==> src/hdl/bitmap_inode_block_allocator_macros.svh <==
// Assertion helpers used by the allocator top module.
`ifndef BITMAP_INODE_BLOCK_ALLOCATOR_MACROS_SVH
`define BITMAP_INODE_BLOCK_ALLOCATOR_MACROS_SVH

// Same-cycle implication, disabled while reset is asserted.
`define BIA_ASSERT_SAME(label, clk, rstn, ante, cons, msg) \
    label: assert property (@(posedge clk) disable iff (!(rstn)) (ante) |-> (cons)) \
        else $error(msg);

// Next-cycle implication, disabled while reset is asserted.
`define BIA_ASSERT_NEXT(label, clk, rstn, ante, cons, msg) \
    label: assert property (@(posedge clk) disable iff (!(rstn)) (ante) |=> (cons)) \
        else $error(msg);

`endif

==> src/hdl/bia_pkg.sv <==
package bia_pkg;

    localparam int INODE_COUNT_DEF = 32;
    localparam int BLOCK_COUNT_DEF = 256;

    // Bitmap bits held by one cell of the chain.
    localparam int SEG_W = 4;
    localparam int SEG   = 1 << SEG_W;

    localparam int INDEX_W = 8;
    localparam int COUNT_W = 9;
    localparam int ID_W    = INDEX_W - SEG_W;

    localparam int S_TDATA_W = 8;
    localparam int S_TUSER_W = 2;
    localparam int M_TDATA_W = 24;
    localparam int M_TUSER_W = 2;

    localparam logic KIND_ALLOC = 1'b0;
    localparam logic KIND_FREE  = 1'b1;
    localparam logic POOL_INODE = 1'b0;
    localparam logic POOL_BLOCK = 1'b1;

    typedef enum logic [1:0] {
        ST_OK    = 2'd0,
        ST_FULL  = 2'd1,
        ST_RANGE = 2'd2,
        ST_FREE  = 2'd3
    } status_t;

    // A request as it walks down the chain of cells.
    typedef struct packed {
        logic                active;
        logic                kind;
        logic                pool;
        logic [INDEX_W-1:0]  index;
        logic                done;
        status_t             status;
        logic [INDEX_W-1:0]  granted;
    } token_t;

    typedef struct packed {
        status_t             status;
        logic [INDEX_W-1:0]  granted;
        logic [COUNT_W-1:0]  used_count;
    } result_t;

    // Bits of a cell's segment that exist in a pool of the given size.
    function automatic logic [SEG-1:0] seg_mask(input int cell_id, input int count);
        logic [SEG-1:0] m;
        m = '0;
        for (int b = 0; b < SEG; b++) begin
            m[b] = ((cell_id * SEG) + b) < count;
        end
        return m;
    endfunction

endpackage

==> src/hdl/bia_cell.sv <==
module bia_cell #(
    parameter int CELL_ID     = 0,
    parameter int INODE_COUNT = bia_pkg::INODE_COUNT_DEF,
    parameter int BLOCK_COUNT = bia_pkg::BLOCK_COUNT_DEF
) (
    input  logic            aclk,
    input  logic            aresetn,
    input  bia_pkg::token_t tok_i,
    output bia_pkg::token_t tok_o
);
    import bia_pkg::*;

    localparam logic [SEG-1:0]  IMASK = seg_mask(CELL_ID, INODE_COUNT);
    localparam logic [SEG-1:0]  BMASK = seg_mask(CELL_ID, BLOCK_COUNT);
    localparam logic [ID_W-1:0] MY_ID = ID_W'(CELL_ID);

    logic [SEG-1:0]   imap_reg, imap_next;
    logic [SEG-1:0]   bmap_reg, bmap_next;
    token_t           tok_reg, tok_next;
    logic [SEG-1:0]   cur_map;
    logic [SEG-1:0]   avail;
    logic [SEG_W-1:0] pos;
    logic [SEG_W-1:0] bit_sel;
    logic             hit;

    assign cur_map = (tok_i.pool == POOL_BLOCK) ? bmap_reg : imap_reg;
    assign avail   = ~cur_map & ((tok_i.pool == POOL_BLOCK) ? BMASK : IMASK);
    assign bit_sel = tok_i.index[SEG_W-1:0];
    assign hit     = (tok_i.index[INDEX_W-1:SEG_W] == MY_ID);

    // Lowest free bit of this segment.
    always_comb begin
        pos = '0;
        for (int b = SEG - 1; b >= 0; b--) begin
            if (avail[b]) begin
                pos = SEG_W'(b);
            end
        end
    end

    always_comb begin
        logic [SEG-1:0] upd;
        upd       = cur_map;
        imap_next = imap_reg;
        bmap_next = bmap_reg;
        tok_next  = tok_i;
        if (tok_i.active && !tok_i.done) begin
            if (tok_i.kind == KIND_ALLOC) begin
                if (|avail) begin
                    upd[pos]         = 1'b1;
                    tok_next.done    = 1'b1;
                    tok_next.status  = ST_OK;
                    tok_next.granted = {MY_ID, pos};
                end
            end else if (hit) begin
                tok_next.done = 1'b1;
                if (cur_map[bit_sel]) begin
                    upd[bit_sel]    = 1'b0;
                    tok_next.status = ST_OK;
                end else begin
                    tok_next.status = ST_FREE;
                end
            end
            if (tok_i.pool == POOL_BLOCK) begin
                bmap_next = upd;
            end else begin
                imap_next = upd;
            end
        end
    end

    always_ff @(posedge aclk) begin
        if (!aresetn) begin
            imap_reg <= '0;
            bmap_reg <= '0;
            tok_reg  <= '0;
        end else begin
            imap_reg <= imap_next;
            bmap_reg <= bmap_next;
            tok_reg  <= tok_next;
        end
    end

    assign tok_o = tok_reg;

endmodule

==> src/hdl/bitmap_inode_block_allocator.sv <==
// Channel | Direction | tvalid/tready     | tdata                          | tuser
// s_      | in        | s_tvalid/s_tready | index[7:0]                     | kind[0], pool[1]
// m_      | out       | m_tvalid/m_tready | granted[7:0], used_count[16:8] | status[1:0]
//
// A request walks one cell per cycle down a chain of ceil(max(pools)/16) cells, each holding
// 16 bits of both bitmaps; the result leaving the last cell is registered in the output or holding register.
// Requests are taken one at a time.
// Reset (synchronous, aresetn low) clears both bitmaps and counts at once; no sweep follows.
// A finished result waiting on m_tready stays in the output register and the next request is
// still accepted; a later result that finds the output register full is parked in a holding
// register. Input stalls while in reset, while a request is in the chain or the holding
// register is full.
module bitmap_inode_block_allocator #(
    parameter int INODE_COUNT = bia_pkg::INODE_COUNT_DEF,
    parameter int BLOCK_COUNT = bia_pkg::BLOCK_COUNT_DEF
) (
    input  logic                            aclk,
    input  logic                            aresetn,
    input  logic                            s_tvalid,
    output logic                            s_tready,
    input  logic [bia_pkg::S_TDATA_W-1:0]   s_tdata,   // index[7:0]
    input  logic [bia_pkg::S_TUSER_W-1:0]   s_tuser,   // kind[0], pool[1]
    output logic                            m_tvalid,
    input  logic                            m_tready,
    output logic [bia_pkg::M_TDATA_W-1:0]   m_tdata,   // granted[7:0], used_count[16:8], zero
    output logic [bia_pkg::M_TUSER_W-1:0]   m_tuser    // status[1:0]
);
    import bia_pkg::*;

    `include "bitmap_inode_block_allocator_macros.svh"

    localparam int MAX_COUNT = (INODE_COUNT > BLOCK_COUNT) ? INODE_COUNT : BLOCK_COUNT;
    localparam int NCELL     = (MAX_COUNT + SEG - 1) / SEG;
    localparam int IU_W      = $clog2(INODE_COUNT + 1);
    localparam int BU_W      = $clog2(BLOCK_COUNT + 1);

    token_t           chain [NCELL+1];
    token_t           entry;
    token_t           tail;
    logic             accept;
    logic             out_free;
    logic             range_err;
    logic             busy_reg, busy_next;
    logic             hold_valid_reg, hold_valid_next;
    result_t          hold_reg, hold_next;
    logic             m_valid_reg, m_valid_next;
    result_t          out_reg, out_next;
    result_t          res;
    logic [IU_W-1:0]  inode_used_reg, inode_used_next;
    logic [BU_W-1:0]  block_used_reg, block_used_next;

    assign s_tready = aresetn && !busy_reg && !hold_valid_reg;
    assign accept   = s_tvalid && s_tready;
    assign out_free = !m_valid_reg || m_tready;

    // Range check is done once at entry; a rejected free rides the chain already done.
    always_comb begin
        if (s_tuser[1] == POOL_BLOCK) begin
            range_err = {1'b0, s_tdata} >= (INDEX_W + 1)'(BLOCK_COUNT);
        end else begin
            range_err = {1'b0, s_tdata} >= (INDEX_W + 1)'(INODE_COUNT);
        end
        entry.active  = accept;
        entry.kind    = s_tuser[0];
        entry.pool    = s_tuser[1];
        entry.index   = s_tdata;
        entry.done    = (s_tuser[0] == KIND_FREE) && range_err;
        entry.status  = ((s_tuser[0] == KIND_FREE) && range_err) ? ST_RANGE : ST_FULL;
        entry.granted = '0;
    end

    assign chain[0] = entry;

    for (genvar g = 0; g < NCELL; g++) begin : g_cell
        bia_cell #(
            .CELL_ID     (g),
            .INODE_COUNT (INODE_COUNT),
            .BLOCK_COUNT (BLOCK_COUNT)
        ) u_cell (
            .aclk    (aclk),
            .aresetn (aresetn),
            .tok_i   (chain[g]),
            .tok_o   (chain[g+1])
        );
    end

    assign tail = chain[NCELL];

    // Counts are settled as the request leaves the last cell.
    always_comb begin
        inode_used_next = inode_used_reg;
        block_used_next = block_used_reg;
        if (tail.active && tail.status == ST_OK) begin
            if (tail.pool == POOL_BLOCK) begin
                if (tail.kind == KIND_ALLOC) begin
                    block_used_next = block_used_reg + BU_W'(1);
                end else begin
                    block_used_next = block_used_reg - BU_W'(1);
                end
            end else begin
                if (tail.kind == KIND_ALLOC) begin
                    inode_used_next = inode_used_reg + IU_W'(1);
                end else begin
                    inode_used_next = inode_used_reg - IU_W'(1);
                end
            end
        end
        res.status     = tail.status;
        res.granted    = tail.granted;
        res.used_count = (tail.pool == POOL_BLOCK) ? COUNT_W'(block_used_next)
                                                   : COUNT_W'(inode_used_next);
    end

    always_comb begin
        busy_next       = busy_reg;
        hold_valid_next = hold_valid_reg;
        hold_next       = hold_reg;
        m_valid_next    = m_valid_reg;
        out_next        = out_reg;
        if (accept) begin
            busy_next = 1'b1;
        end
        if (tail.active) begin
            busy_next = 1'b0;
        end
        if (out_free) begin
            if (hold_valid_reg) begin
                m_valid_next    = 1'b1;
                out_next        = hold_reg;
                hold_valid_next = 1'b0;
            end else if (tail.active) begin
                m_valid_next = 1'b1;
                out_next     = res;
            end else begin
                m_valid_next = 1'b0;
            end
        end else if (tail.active) begin
            hold_valid_next = 1'b1;
            hold_next       = res;
        end
    end

    always_ff @(posedge aclk) begin
        if (!aresetn) begin
            busy_reg       <= 1'b0;
            hold_valid_reg <= 1'b0;
            m_valid_reg    <= 1'b0;
            inode_used_reg <= '0;
            block_used_reg <= '0;
        end else begin
            busy_reg       <= busy_next;
            hold_valid_reg <= hold_valid_next;
            m_valid_reg    <= m_valid_next;
            inode_used_reg <= inode_used_next;
            block_used_reg <= block_used_next;
        end
        hold_reg <= hold_next;
        out_reg  <= out_next;
    end

    assign m_tvalid = m_valid_reg;
    assign m_tuser  = out_reg.status;
    assign m_tdata  = {{(M_TDATA_W - INDEX_W - COUNT_W){1'b0}},
                       out_reg.used_count, out_reg.granted};

    `BIA_ASSERT_SAME(a_tail_busy, aclk, aresetn, tail.active, busy_reg,
        "request left the chain without being in flight")
    `BIA_ASSERT_SAME(a_hold_out, aclk, aresetn, hold_valid_reg, m_valid_reg,
        "holding register full while output register empty")
    `BIA_ASSERT_NEXT(a_hold_fill, aclk, aresetn, tail.active && !out_free,
        hold_valid_reg, "result lost while output stalled")
    `BIA_ASSERT_SAME(a_granted_zero, aclk, aresetn,
        tail.active && (tail.status != ST_OK || tail.kind == KIND_FREE),
        tail.granted == '0, "nonzero grant without a successful allocation")
    `BIA_ASSERT_SAME(a_count_bound, aclk, aresetn, 1'b1,
        inode_used_reg <= IU_W'(INODE_COUNT) && block_used_reg <= BU_W'(BLOCK_COUNT),
        "used count exceeds pool size")

endmodule

==> config.mk <==
export PLATFORM = sky130hd
export DESIGN_NAME = bitmap_inode_block_allocator
export DESIGN_NICKNAME = d
export VERILOG_FILES = /design/src/hdl/bia_pkg.sv /design/src/hdl/bia_cell.sv /design/src/hdl/bitmap_inode_block_allocator.sv
export VERILOG_INCLUDE_DIRS = /design/src /design/src/hdl
export SDC_FILE = /design/constraint.sdc
export NUM_CORES = 2
export LEC_CHECK = 0
export BUFFER_PORTS_ARGS = -buffer_cell sky130_fd_sc_hd__buf_2
export CAP_MARGIN = 25
export CELL_PAD_IN_SITES_DETAIL_PLACEMENT = 1
export CELL_PAD_IN_SITES_GLOBAL_PLACEMENT = 1
export CORE_MARGIN = 2
export CORE_UTILIZATION = 29
export DETAILED_ROUTE_END_ITERATION = 8
export PLACE_DENSITY_LB_ADDON = 0.1
export SLEW_MARGIN = 5
export SYNTH_ARGS = -nofsm -noshare
export SYNTH_HDL_FRONTEND = slang
export SYNTH_HIERARCHICAL = 1
export SYNTH_SLANG_ARGS = --single-unit
==> constraint.sdc <==
create_clock -name aclk -period 4 [get_ports aclk]
set_input_delay 0.2 -clock aclk [delete_from_list [all_inputs] [get_ports aclk]]
set_output_delay 0.2 -clock aclk [all_outputs]
set_load 0.01 [all_outputs]
-- After elaboration in Yosys (flattened, before gate mapping)
Cells that the tools add are included.
- register bits: 911
- bits of input ports: 14
- output and inout bits: 28
- word-level logic and storage cells: 1021
- $add $sub $neg: 4
- $lt $le $gt $ge: 65
- equal/unequal tests: 15
- mux-type cells: 555
- bitwise operators: 98
- reduce and logical (&&, ||, !) cells: 130
- operators by type and width (operator ; number):
    $mux W16 ; 94
    $mux W4 ; 256
    $not A16 Y16 ; 32
    $and A16 B16 Y16 ; 30
    $mux W11 ; 30
    $or A16 B16 Y16 ; 16
    $reduce_or A16 Y1 ; 16
    $lt A4 B5 Y1 const B ; 32
    $demux W1 S4 ; 32
    $ge A4 B1 Y1 const B ; 32
    $mux W8 ; 16
    $mux W3 ; 30
    $reduce_and A2 Y1 ; 34
    $bmux W1 S4 ; 16
    $logic_and A1 B1 Y1 ; 53
    $mux W1 ; 51
    $mux W19 ; 2
    $mux W2 ; 19
    $mux W9 ; 4
    $eq A4 B4 Y1 const B ; 8
    $mux W10 ; 2
    $not A1 Y1 ; 20
    $logic_not A1 Y1 ; 19
    $mux W6 ; 3
    15 further kinds ; 20

-- Logic depth before layout (Yosys ltp)
- word-level depth: 26
- gate-level depth with buffers: 10
- gate-level depth less buffers: 9

-- Cells and area by module
The synthesis kept the hierarchy.
- modules (own cells, without submodules) (module ; instances ; cells each ; area each (um^2) ; seq. area each (um^2)):
    bia_cell (g_cell[5].u_cell ...) ; 2 ; 303 ; 2698.8 ; 1081.0
    bia_cell (g_cell[10].u_cell ...) ; 2 ; 303 ; 2695.1 ; 1081.0
    bia_cell (g_cell[11].u_cell ...) ; 2 ; 310 ; 2610.0 ; 1081.0
    bia_cell (g_cell[13].u_cell ...) ; 2 ; 306 ; 2606.2 ; 1081.0
    bia_cell (g_cell[4].u_cell ...) ; 2 ; 305 ; 2543.7 ; 1081.0
    bia_cell (g_cell[1].u_cell) ; 1 ; 337 ; 3091.7 ; 1081.0
    bia_cell (g_cell[0].u_cell) ; 1 ; 342 ; 2990.4 ; 1081.0
    bitmap_inode_block_allocator ; 1 ; 240 ; 2852.7 ; 1501.4
    bia_cell (g_cell[15].u_cell) ; 1 ; 307 ; 2635.0 ; 1081.0
    bia_cell (g_cell[12].u_cell) ; 1 ; 306 ; 2631.3 ; 1081.0
    bia_cell (g_cell[3].u_cell) ; 1 ; 306 ; 2620.0 ; 1081.0
    bia_cell (g_cell[2].u_cell) ; 1 ; 304 ; 2527.4 ; 1081.0

-- Least setup slack after synthesis
Ideal clock, no wire load.
- path kind: reg2reg
- from: reg g_cell[15].u_cell.tok_reg, in the netlist g_cell[15].u_cell/tok_o[20]
- to: reg out_reg, in the netlist m_tdata[12], data pin
- library setup time: 0.260 ns
- data arrival time: 2.187 ns
- data required time: 3.740 ns
- slack: 1.553 ns
- cell stages (with the launch flop): 9
- buffers on the path: 0
- period minus slack after synthesis: 2.447 ns
- cells stage by stage: dfxtp_1 -> inv_1 -> fa_1 -> nor2b_1 -> o21ai_0 -> a21boi_0 -> o31ai_1 -> mux2_2 -> mux2_2
- RTL lines (item ; RTL line ; text):
    from (decl) ; bia_cell.sv:19 ; token_t tok_reg, tok_next;
    from (signal assigned) ; bia_cell.sv:80 ; tok_reg <= tok_next;
    to (signal assigned) ; bitmap_inode_block_allocator.sv:158 ; out_reg <= out_next;
    to (decl) ; bitmap_inode_block_allocator.sv:47 ; result_t out_reg, out_next;

-- Final worst setup path
- from: in s_tdata[7] (netlist bit)
- to: reg g_cell[0].u_cell.imap_reg[7]
- word-level cells in the longest chain between the ends: 6
- elaborated cells on any way between the ends: 9
- those cells by class: 1 x order compare; 3 x mux; 5 x reduce/logical
- RTL lines (item ; RTL line ; text):
    from (decl) ; bitmap_inode_block_allocator.sv:21 ; input logic [bia_pkg::S_TDATA_W-1:0] s_tdata,
    $ge A8 B6 Y1 ; bitmap_inode_block_allocator.sv:61 ; range_err = {1'b0, s_tdata} >= (INDEX_W + 1)'(INODE_COUNT);
    $mux W1 ; bitmap_inode_block_allocator.sv:58 ; if (s_tuser[1] == POOL_BLOCK) begin
    $logic_and A1 B1 Y1 ; bitmap_inode_block_allocator.sv:67 ; entry.done = (s_tuser[0] == KIND_FREE) && range_err;
    $logic_not A1 Y1 ; bia_cell.sv:47 ; if (tok_i.active && !tok_i.done) begin
    $logic_and A1 B1 Y1 ; bia_cell.sv:47 ;
    $reduce_and A2 Y1 (no source line) ; - ;
    to (signal assigned) ; bia_cell.sv:78 ; imap_reg <= imap_next;
    to (decl) ; bia_cell.sv:17 ; logic [SEG-1:0] imap_reg, imap_next;
Parallel ways exist; a longest one is shown, timed or not.
A chain may end at the register's enable or synchronous reset.

==> impl_metrics.yaml <==
final_layout:
  drive_above_1_share_pct: 10.0
  final_nets: 5129
  fin_cells: 7253
  area_growth_pct: 11.9
  largest_register_ffs: 343
worst_setup_path:
  cp-end-kind: "flop"
  worst-path-max-fanout: 14
  crit_arrival_ns: 3.88
  critPathLaunchType: "input pin"
  criticalPathCategory: "input pin to flop"
  required_ns: 4.61
clock_tree:
  cts_tree: "done"
  cts_resized: 0
  cts_max_level: 3
  clock-sinks: 911
  clk_pin_slew_ns: 0.06
  clock_path_buffers: 3
  clock_latency_ns: 0.73
  cts_root_buf: "clkbuf_16"
  numCtsBuffers: 108
global_route:
  grt_pass1_wl_um: 244000
  groute.usage.overall_pct: 19.1
  gr-total-overflow: 0
  antenna_found_initial: 0
  grt_pass1_vias: 40000
  grt_max_degree: 195
synth:
  synth.cell_area_mm2: 0.0454
  ys.warnings.count: 6
  synth_cells: 5176
  syn_avg_cell_area_um2: 8.77
floorplanning:
  die_area_mm2: 0.160
  die_x_um: 400
  die_y_um: 400
  core_area_mm2: 0.156
  initial_core_util_pct: 29.1
  rows: 145
  io_pins: 42
route:
  drt-vias-per-instance: 5.33
  vias: 38700
  drt_iter0_drc: 2189
  drt-pass1-iter-count: 5
  wl_per_cell_um: 21.3
  routed_wl_um: 154000
  drc: 0
  drtAntennaViolNets: 0
timing:
  worst_pin_slew_ns: 1.04
  finalClockSkew_ns: 0.0342
  final_max_slew_viol_count: 0
  setup_viol: 0
  rsz0062_at_grt: "false"
  tns_ns: 0
  fin_crit_sh_pct: 81.7
  post-route-min-period_ns: 3.27
  hold_violations: 0
  max_freq_mhz: 306
  slew_headroom_pct: 30.7
power_and_ir_drop:
  power_leakage_uw: 0.0169
  cellPowerDensity_mw_per_mm2: 394
  vdd_drop_max_mv: 0.326
placed_design:
  gp_congestion: 0.813
  placed_cells: 7033
  port_buffers: 34
  place.detailed.hpwl_um: 110000
job:
  max_cap_violations: 0
run_status:
  outcome: "finished, final reports clean"
worst_hold_path:
  min_path_type: "input pin to flop"
## metrics by stage
stage | hold slack (ns) | instance area (um2) | utilization [%] | worst slack, ns | total power [uW]
2_1_floorplan | 0.322 | 45500 | - | 1.55 | 9740
3_3_place_gp | 0.413 | 46900 | 30.1 | 1.04 | 9900
3_5_place_dp | 0.421 | 46900 | 30.1 | 0.988 | 9900
4_1_cts | 0.171 | 50800 | 32.6 | 0.795 | 20400
5_1_grt | 0.230 | 50800 | 32.6 | 0.459 | 20800
6_report | 0.251 | 50800 | 32.6 | 0.733 | 20000
## cell type report
type	count	area (um2)
fillers	18000	105000
multi-input cells	3855	24600
flip-flops and latches	911	18600
clock buffers	157	3210
well taps	2058	2570
repair buffers	111	848
clock inverters	45	518
inverters	115	432
diodes	1	2.50
## layer usage
layer	vias to the layer above	share of wire (%)	GRT usage [%]
li1	18700	-	-
met1	19200	47	25.4
met2	547	48	32.5
met3	204	3.0	2.44
met4	0	2.2	4.65
met5	-	0	0
## report_power, final
group          leakage (uW)  switching [uW]  internal (uW)
registers           0.00744            60.6           9170
logic               0.00758             324            148
clock network       0.00184            4160           6140
## what timing repair did
action,in CTS,in global routing
hold buffers,14,0
hold endpoints to repair,71,0
buffers inserted,0,0
## path summary, 6_finish.rpt
| kind | slack [ns] | end | cells after the start | start |
|---|---|---|---|---|
| worst min register to register | 0.41 | g_cell[3].u_cell/tok_o[5] | 1 | g_cell[2].u_cell/tok_o[5] |
| worst max-delay path | 0.73 | g_cell[0].u_cell/imap_reg[7] | 9 | s_tdata[7] |
| worst max register to register | 0.88 | g_cell[0].u_cell/imap_reg[7] | 7 | hold_valid_reg |
| worst min-delay path | 0.25 | g_cell[0].u_cell/tok_o[15] | 3 | s_tdata[4] |
## cell usage in the layout, fill, tap and decap left out, types with 41 or more instances in the layout
cell type	instances
o211ai_1	41
mux2_2	55
nand4_1	97
o21a_1	79
o21ai_1	47
or3_1	47
nor2_1	283
nand3_1	167
mux2i_1	221
nor2b_1	89
a31oi_1	71
a41oi_1	48
buf_4	56
dfxtp_1	873
clkbuf_16	110
and3_1	66
a21boi_0	114
nand2b_1	87
and2_1	218
a211oi_1	41
o22ai_1	50
nand2_1	660
o21ai_0	241
a21oi_1	393
a21o_1	48
inv_1	109
nor3_1	70
## critical path: stages
cell	delay, ns
dlygate4sd3_1	0.54
buf_2	0.14
o311ai_0	0.81
inv_1	0.20
nor2b_1	0.49
nand2b_1	0.43
nor3_1	0.38
a31oi_1	0.12
dlygate4sd3_1	0.58
Note: power is estimated with default switching activity, not from simulation.
